File: src/sv/pbb_pkg.sv
// ----------------------------------------------------------------------------
// pbb_pkg: shared types and constants of the path bounding box block
// Command and status words between controller and datapath, path command
// codes and the fixed parameters of the curve evaluation.
// ----------------------------------------------------------------------------
package pbb_pkg;

  // Fraction bits of the curve parameter t.
  localparam int T_BITS = 15;

  // De Casteljau schedule on a four-entry shift line: a set bit is a drop
  // step, a clear bit a lerp of the two front entries.
  localparam int LERP_STEPS = 9;
  localparam logic [LERP_STEPS-1:0] DROP_MASK = 9'b011001000;

  typedef enum logic [1:0] {
    MODE_MOVE  = 2'd0,
    MODE_LINE  = 2'd1,
    MODE_CUBIC = 2'd2,
    MODE_SKIP  = 2'd3
  } mode_t;

  typedef enum logic [1:0] {
    ROOT_LIN,
    ROOT_MINUS,
    ROOT_PLUS
  } root_sel_t;

  typedef enum logic [4:0] {
    CMD_NONE,
    CMD_LOAD,
    CMD_BASE,
    CMD_COEF,
    CMD_MUL_BB,
    CMD_MUL_AC,
    CMD_MUL_STEP,
    CMD_DISC,
    CMD_SQRT_STEP,
    CMD_ROOT,
    CMD_DIV_STEP,
    CMD_LOAD_X,
    CMD_LOAD_Y,
    CMD_LMUL,
    CMD_LADD,
    CMD_LDROP,
    CMD_INC,
    CMD_AXIS_NEXT,
    CMD_EMIT
  } cmd_op_t;

  typedef enum logic [4:0] {
    S_IDLE,
    S_BASE,
    S_COEF,
    S_CLASS,
    S_MUL1,
    S_MULAC,
    S_MUL2,
    S_DISC,
    S_SQRT,
    S_ROOT,
    S_DIV,
    S_LOADX,
    S_LMUL,
    S_LADD,
    S_LOADY,
    S_INC,
    S_RNEXT,
    S_AXIS,
    S_FIN
  } state_t;

  typedef struct packed {
    cmd_op_t   op;
    root_sel_t sel;
  } pbb_cmd_t;

  typedef struct packed {
    mode_t mode;
    logic  last;
    logic  flat_a;
    logic  flat_b;
    logic  disc_neg;
    logic  root_ok;
    logic  cnt_done;
    logic  drop;
    logic  lerp_last;
    logic  axis;
    logic  out_busy;
  } pbb_stat_t;

endpackage

File: src/sv/pbb_ctrl.sv
// ----------------------------------------------------------------------------
// pbb_ctrl: sequencer of the path bounding box block
// Steps the datapath through loading, the derivative solve of each axis,
// the root divisions, curve evaluation and the final box word.
// ----------------------------------------------------------------------------
module pbb_ctrl (
  input  logic              clk,
  input  logic              rst,
  input  logic              in_valid,
  output logic              in_ready,
  input  pbb_pkg::pbb_stat_t stat,
  output pbb_pkg::pbb_cmd_t  cmd
);
  import pbb_pkg::*;

  state_t    state, state_next;
  root_sel_t root_sel, root_sel_next;
  logic      ev_y, ev_y_next;

  always_ff @(posedge clk) begin
    if (rst) begin
      state    <= S_IDLE;
      root_sel <= ROOT_LIN;
      ev_y     <= 1'b0;
    end else begin
      state    <= state_next;
      root_sel <= root_sel_next;
      ev_y     <= ev_y_next;
    end
  end

  always_comb begin
    state_next    = state;
    root_sel_next = root_sel;
    ev_y_next     = ev_y;
    cmd.op        = CMD_NONE;
    cmd.sel       = root_sel;
    in_ready      = 1'b0;
    case (state)
      S_IDLE: begin
        in_ready = 1'b1;
        if (in_valid) begin
          cmd.op     = CMD_LOAD;
          state_next = S_BASE;
        end
      end
      S_BASE: begin
        cmd.op     = CMD_BASE;
        state_next = (stat.mode == MODE_CUBIC) ? S_COEF : S_FIN;
      end
      S_COEF: begin
        cmd.op     = CMD_COEF;
        state_next = S_CLASS;
      end
      S_CLASS: begin
        if (stat.flat_a) begin
          if (stat.flat_b) begin
            state_next = S_AXIS;
          end else begin
            root_sel_next = ROOT_LIN;
            state_next    = S_ROOT;
          end
        end else begin
          cmd.op     = CMD_MUL_BB;
          state_next = S_MUL1;
        end
      end
      S_MUL1: begin
        cmd.op = CMD_MUL_STEP;
        if (stat.cnt_done) state_next = S_MULAC;
      end
      S_MULAC: begin
        cmd.op     = CMD_MUL_AC;
        state_next = S_MUL2;
      end
      S_MUL2: begin
        cmd.op = CMD_MUL_STEP;
        if (stat.cnt_done) state_next = S_DISC;
      end
      S_DISC: begin
        cmd.op     = CMD_DISC;
        state_next = stat.disc_neg ? S_AXIS : S_SQRT;
      end
      S_SQRT: begin
        cmd.op = CMD_SQRT_STEP;
        if (stat.cnt_done) begin
          root_sel_next = ROOT_MINUS;
          state_next    = S_ROOT;
        end
      end
      S_ROOT: begin
        cmd.op     = CMD_ROOT;
        state_next = stat.root_ok ? S_DIV : S_RNEXT;
      end
      S_DIV: begin
        cmd.op = CMD_DIV_STEP;
        if (stat.cnt_done) state_next = S_LOADX;
      end
      S_LOADX: begin
        cmd.op     = CMD_LOAD_X;
        ev_y_next  = 1'b0;
        state_next = S_LMUL;
      end
      S_LMUL: begin
        if (stat.drop) begin
          cmd.op = CMD_LDROP;
        end else begin
          cmd.op     = CMD_LMUL;
          state_next = S_LADD;
        end
      end
      S_LADD: begin
        cmd.op = CMD_LADD;
        if (stat.lerp_last) state_next = ev_y ? S_INC : S_LOADY;
        else state_next = S_LMUL;
      end
      S_LOADY: begin
        cmd.op     = CMD_LOAD_Y;
        ev_y_next  = 1'b1;
        state_next = S_LMUL;
      end
      S_INC: begin
        cmd.op     = CMD_INC;
        state_next = S_RNEXT;
      end
      S_RNEXT: begin
        if (root_sel == ROOT_MINUS) begin
          root_sel_next = ROOT_PLUS;
          state_next    = S_ROOT;
        end else begin
          state_next = S_AXIS;
        end
      end
      S_AXIS: begin
        if (!stat.axis) begin
          cmd.op     = CMD_AXIS_NEXT;
          state_next = S_COEF;
        end else begin
          state_next = S_FIN;
        end
      end
      S_FIN: begin
        if (!stat.last) begin
          state_next = S_IDLE;
        end else if (!stat.out_busy) begin
          cmd.op     = CMD_EMIT;
          state_next = S_IDLE;
        end
      end
      default: state_next = S_IDLE;
    endcase
  end

endmodule

File: config.mk
export PLATFORM = sky130hd
export DESIGN_NAME = pbb_ctrl
export DESIGN_NICKNAME = d
export VERILOG_FILES = /design/src/sv/pbb_pkg.sv /design/src/sv/pbb_ctrl.sv
export SDC_FILE = /design/constraint.sdc
export NUM_CORES = 1
export LEC_CHECK = 0
export BUFFER_PORTS_ARGS = -buffer_cell sky130_fd_sc_hd__clkbuf_2
export CORE_ASPECT_RATIO = 0.9
export CORE_MARGIN = 2
export CORE_UTILIZATION = 40
export CTS_BUF_LIST = sky130_fd_sc_hd__clkbuf_8
export CTS_CLUSTER_DIAMETER = 100
export DETAILED_ROUTE_END_ITERATION = 8
export MAX_ROUTING_LAYER = met4
export PLACE_DENSITY = 0.72
export SYNTH_ARGS = -nofsm -noshare
export SYNTH_HDL_FRONTEND = slang
export SYNTH_SLANG_ARGS = --single-unit
File: constraint.sdc
create_clock -name clk -period 2.5 [get_ports clk]
set_clock_uncertainty 0.1 [all_clocks]
set_input_delay 0.125 -clock clk [delete_from_list [all_inputs] [get_ports clk]]
set_output_delay 0.125 -clock clk [all_outputs]
set_load 0.005 [all_outputs]
==> results.txt, run 1 <==
Root buffer cell: clkbuf_8
Post-cts sizing count: 0
Share of post-route cells with drive strength above 1: 28.4%
Count leader, synth: nand2_1
Min-delay src: rst
Wire per inst: 15.1 um
Final worst-path cycle share: 84.4%
Post-synthesis cell count: 123
Largest net degree at the start of global routing: 21
Pleak: 0.399 nW
Number of H-tree levels: 1
Global-route wire length before repair: 4170 um
Crit path max fanout: 20
Final #Nets: 158
Fin crit period: 2.11 ns
F_max: 0.474 GHz
CTS buffer count: 3
Synth top area share: 18.0%
Pwr dens: 869 nW/um2
Initial drt markers: 36
Worst Tran Pin Value: 0.771 ns
Post-CTS Hold Buffers: 0
Vias: 1050
Total core area: 2140 um2
Critical path required time: 2.28 ns
Post-route setup TNS: 0 ns
HPWL after DPL: 1850 um
RSZ-0062 raised after global routing: no
Post-Route WL: 2530 um
Remaining antenna violation count: 0
Top cell type by total area after synthesis: dfxtp_1
Total power: 898 uW
# diodes: 0
Final WS setup: 0.391 ns
Syn Nets: 138
Clock sinks: 8
Remaining global-route overflow: 0
Gr usage total: 21.7%
Peak supply drop: 381 uV
Initial core utilization: 41.6%
Die W: 53.7 um
Commonest cells post-synth: nand2_1, nor2_1, dfxtp_1, o21ai_0
Slowest-stage cell, CP: dfxtp_1
Mean post-synth cell area: 7.24 um2
Cell area after synthesis: 891 um2
Reg2reg start: state[1]
Synth Register Bits: 8
Endpoints failing setup: 0
Worst r2r path cells: 5
EDFF count, synth: 0
Initial antenna violation count: 0
Crit-path cells: nor2_1 > o21ai_0 > o31ai_1 > o21ai_0 > o32ai_1 > clkbuf_2
Rows: 16
Asr flop ratio synth: 0%
Synth warn: 0
IO buf count: 22
Critical Path Source Type: register
Max-Cap Viols: 0
Hold crit path type: input pin to register
Clk buf depth: 2
Hold Vio Cnt, Final: 0
Clock Latency Late Sink: 0.23 ns
Distinct cell type count after synthesis: 47
CTS tree: yes
Hold depth: 2
Leading post-synthesis cells by cell area: dfxtp_1, nor2b_1, nand2_1
Crit. End Element: output pin
IO Pins: 23
DP Worst Slack: 0.489 ns
Area delta synth->final: 16.0%
Via density: 6.25
Worst path arrival time: 1.88 ns
Placer Congestion: 0.866
Die area: 2620 um2
Most frequent CP cell: o21ai_0
Vias in the first global route: 891
Status: complete, no violations
Drc violations: 0
Setup bufs post-CTS: 0
Relative slew slack: 48.5%
Hold Path Sink: state[0]
Max-slew violations: 0
Top_reg_cell synth: dfxtp_1
DRT Pass-1 Iters: 4
Clock transition at path regs: 0.04 ns
FF-to-FF End: root_sel[1]
Seq/Total Area, Yosys: 18.0%
Die H: 48.8 um
WS Path Type: register to output pin
Max incr delay on CP: 0.80 ns
R2R setup slack: 0.45 ns
per-layer routing:
metal / GRT usage [%] / vias up / wire (um)
met5: - / - / 0
met4: 3.85 / 0 / 18
met3: 6.75 / 4 / 207
met2: 29.3 / 42 / 1180
met1: 31.9 / 498 / 1130
li1: - / 506 / -
cell families after synthesis:
logic type,after synthesis,synth area share (%)
XOR/XNOR,1,0.983
flip-flops,8,18.0
AO/OA/AOI/OAI,46,37.1
AND/OR/NAND/NOR,54,34.5
buffers and inverters,14,9.41
worst max-delay path, delay by kind of cell (launching register included):
kind                   cells  cell delay, ns
AND/OR/NAND/NOR            1            0.19
buffers and inverters      1            0.12
flip-flops                 1            0.80
AO/OA/AOI/OAI              4            0.55
registers in the layout (all words and copies together) (netlist names):
name / flops
ev_y: 1
root_sel: 2
state: 5
per-stage QoR:
stage	hold slack, ns	util (%)	instance area, um2	instances
3_5_place_dp	0.355	46.3	992	165
4_1_cts	0.108	48.2	1030	168
2_1_floorplan	0.229	-	891	123
5_1_grt	0.118	48.2	1030	168
3_3_place_gp	0.346	46.3	992	165
6_report	0.110	48.2	1030	168
power breakdown:
group | switching (mW) | total (mW) | internal, mW | leakage [nW]
Combinational | 0.273 | 0.491 | 0.218 | 0.312
Sequential | 0.0985 | 0.250 | 0.151 | 0.0651
Clock | 0.0528 | 0.157 | 0.104 | 0.0216
worst max path at each step:
stage / to / slack [ns] / start
2_1_floorplan: state[0] / 1.02 / state[1]
3_3_place_gp: state[0] / 0.61 / state[1]
3_5_place_dp: root_sel[1] / 0.49 / state[1]
4_1_cts: cmd[2] / 0.39 / state[2]
5_1_grt: cmd[2] / 0.17 / state[2]
6_report: cmd[2] / 0.39 / state[2]
layout make-up:
| cell class | instances | area [um2] |
|---|---|---|
| Timing Repair Buffer | 26 | 140 |
| Fill cell | 217 | 1110 |
| Inverter | 3 | 11.3 |
| Tap cell | 27 | 33.8 |
| Clock buffer | 3 | 41.3 |
| Multi-Input combinational cell | 101 | 647 |
| Sequential cell | 8 | 160 |
cell usage in the layout, fill, tap and decap left out, types with 2 or more instances in the layout:
master     n
o22ai_1    2
nor3_1     2
nand2b_1   4
o21ai_1    3
nor2_1    10
o31ai_1    3
o211ai_1   2
nand2_1   11
nand3_1    3
a31oi_1    4
a41oi_1    2
nand3b_1   2
or3_1      2
and2_1     2
a21oi_1    7
clkbuf_2  22
dfxtp_1    8
buf_4      4
clkbuf_8   3
o21ai_0    8
nor2b_1    7
a211oi_1   4
nand4_1    2
inv_2      3
(Power assumes the default switching activity.)
==> run 2: changes to the inputs <==
==> constraint.sdc (replaced) <==
create_clock -name clk -period 2 [get_ports clk]
set_clock_uncertainty 0.1 [all_clocks]
set_input_delay 0.1 -clock clk [delete_from_list [all_inputs] [get_ports clk]]
set_output_delay 0.1 -clock clk [all_outputs]
set_load 0.005 [all_outputs]
==> results.txt, run 2 (synthesized netlist as in run 1, its figures left out) <==
Status: complete, no violations
Share of total power in combinational logic: 61.5%
Hold slack: 0.0897 ns
Die W: 53.7 um
Area delta synth->final: 22.2%
Drc violations: 0
Commonest cells after routing, fill and taps aside: clkbuf_2, nand2_1, buf_4, nor2_1, o21ai_0
Initial core utilization: 41.6%
Hold Vio Cnt, Final: 0
Sw frac: 45.9%
Gr usage total: 21.2%
Relative slew slack: 68.8%
Worst Tran Pin Value: 0.467 ns
Wire per inst: 15.6 um
Placer Congestion: 0.872
Max-Cap Viols: 0
Root buffer cell: clkbuf_8
P_sw: 537 uW
Final #Nets: 165
Clock transition at path regs: 0.04 ns
Crit. End Element: register
Fin crit period: 1.86 ns
Crit path max-delay family: compound AO/OA/AOI/OAI gates
Vias in the first global route: 898
Global-route wire length before repair: 4090 um
Critical Path Source Type: register
Vias: 1062
CTS buffer count: 3
Initial antenna violation count: 0
Worst Setup SP: state[1]
# diodes: 0
Max reg flops: 5
Largest net degree at the start of global routing: 20
Remaining global-route overflow: 0
Remaining antenna violation count: 0
IO Pins: 23
Post-route setup TNS: 0 ns
Via density: 6.07
Leading cell type in the layout, fill and taps excluded: clkbuf_2
Max incr delay on CP: 0.44 ns
Number of H-tree levels: 1
Post-Route WL: 2720 um
Initial drt markers: 50
Setup bufs post-CTS: 0
Biggest regs: state: 5 flops, root_sel: 2 flops, ev_y: 1 flops
Die H: 48.8 um
RSZ-0062 raised after global routing: no
DRT Pass-1 Iters: 4
WS Path Type: register to register
Top reg by flops: state
Int Power: 632 uW
Clock sinks: 8
CTS tree: yes
Reg2reg start: state[1]
F_max: 0.537 GHz
IO buf count: 22
Slowest-stage cell, CP: dfxtp_1
Peak supply drop: 788 uV
Total core area: 2140 um2
Rows: 16
Clk pwr share: 16.0%
HPWL after DPL: 2130 um
Final worst-path cycle share: 93.1%
Endpoints failing setup: 0
Share of post-route cells with drive strength above 1: 33.1%
Seq pwr share: 22.4%
Min-delay src: rst
Worst path arrival time: 1.91 ns
Crit-path cells: nor3_2 > nand2_1 > o211ai_1 > o21ai_0 > a21oi_1
Pleak: 0.435 nW
Crit path max fanout: 12
Clk buf depth: 2
Die area: 2620 um2
Pwr dens: 1070 nW/um2
Critical path required time: 2.04 ns
Max-slew violations: 0
CP bufs+invs: 0
Clock Latency Late Sink: 0.22 ns
Hold crit path type: input pin to register
==> run 2: cell type report <==
cell class / count / area (um2)
multi-input combinational: 101 / 647
inverter: 3 / 11.3
clock buffer: 3 / 41.3
tap: 27 / 33.8
sequential: 8 / 163
fill: 204 / 1050
timing repair buffer: 33 / 193
==> run 2: final timing paths <==
check | to | slack (ns) | cells past startpoint
worst max-delay path | root_sel[1] | 0.14 | 5
worst min-delay path | state[3] | 0.09 | 2
worst max register to register | root_sel[1] | 0.14 | 5
worst min register to register | ev_y | 0.40 | 2
==> run 2: timing repair <==
item	CTS	global route
hold buffers	0	0
setup endpoints to repair	0	1
gates resized for setup	0	2
==> run 2: power groups by stage <==
stage | Sequential (mW) | Combinational, mW | Clock [mW]
CTS | 0.258 | 0.712 | 0.192
global placement | 0.262 | 0.698 | 0
finish | 0.262 | 0.719 | 0.188
detailed placement | 0.261 | 0.708 | 0
global route | 0.268 | 0.779 | 0.201
floorplan | 0.215 | 0.551 | 0
==> run 2: worst register-to-register path: stages, from the launching register on <==
cell and delay (ns):
dfxtp_1 0.44, nor3_2 0.41, nand2_1 0.16, o211ai_1 0.33, o21ai_0 0.14, a21oi_1 0.19
==> run 2: through the flow <==
step / utilization (%) / std cells / setup WS [ns] / cell area (um2) / power (mW)
6_report: 50.8 / 175 / 0.138 / 1090 / 1.17
5_1_grt: 50.8 / 175 / 0.0135 / 1090 / 1.25
4_1_cts: 50.7 / 175 / 0.0543 / 1090 / 1.16
3_5_place_dp: 48.8 / 172 / 0.168 / 1040 / 0.969
3_3_place_gp: 48.8 / 172 / 0.251 / 1040 / 0.960
2_1_floorplan: - / 123 / 0.520 / 891 / 0.766
==> run 2: metal layers <==
| metal | part of all wire [%] | track usage, % |
|---|---|---|
| met5 | 0 | - |
| met1 | 43 | 28.1 |
| met3 | 6.8 | 6.75 |
| met4 | 0.51 | 0.855 |
| met2 | 50 | 33.1 |
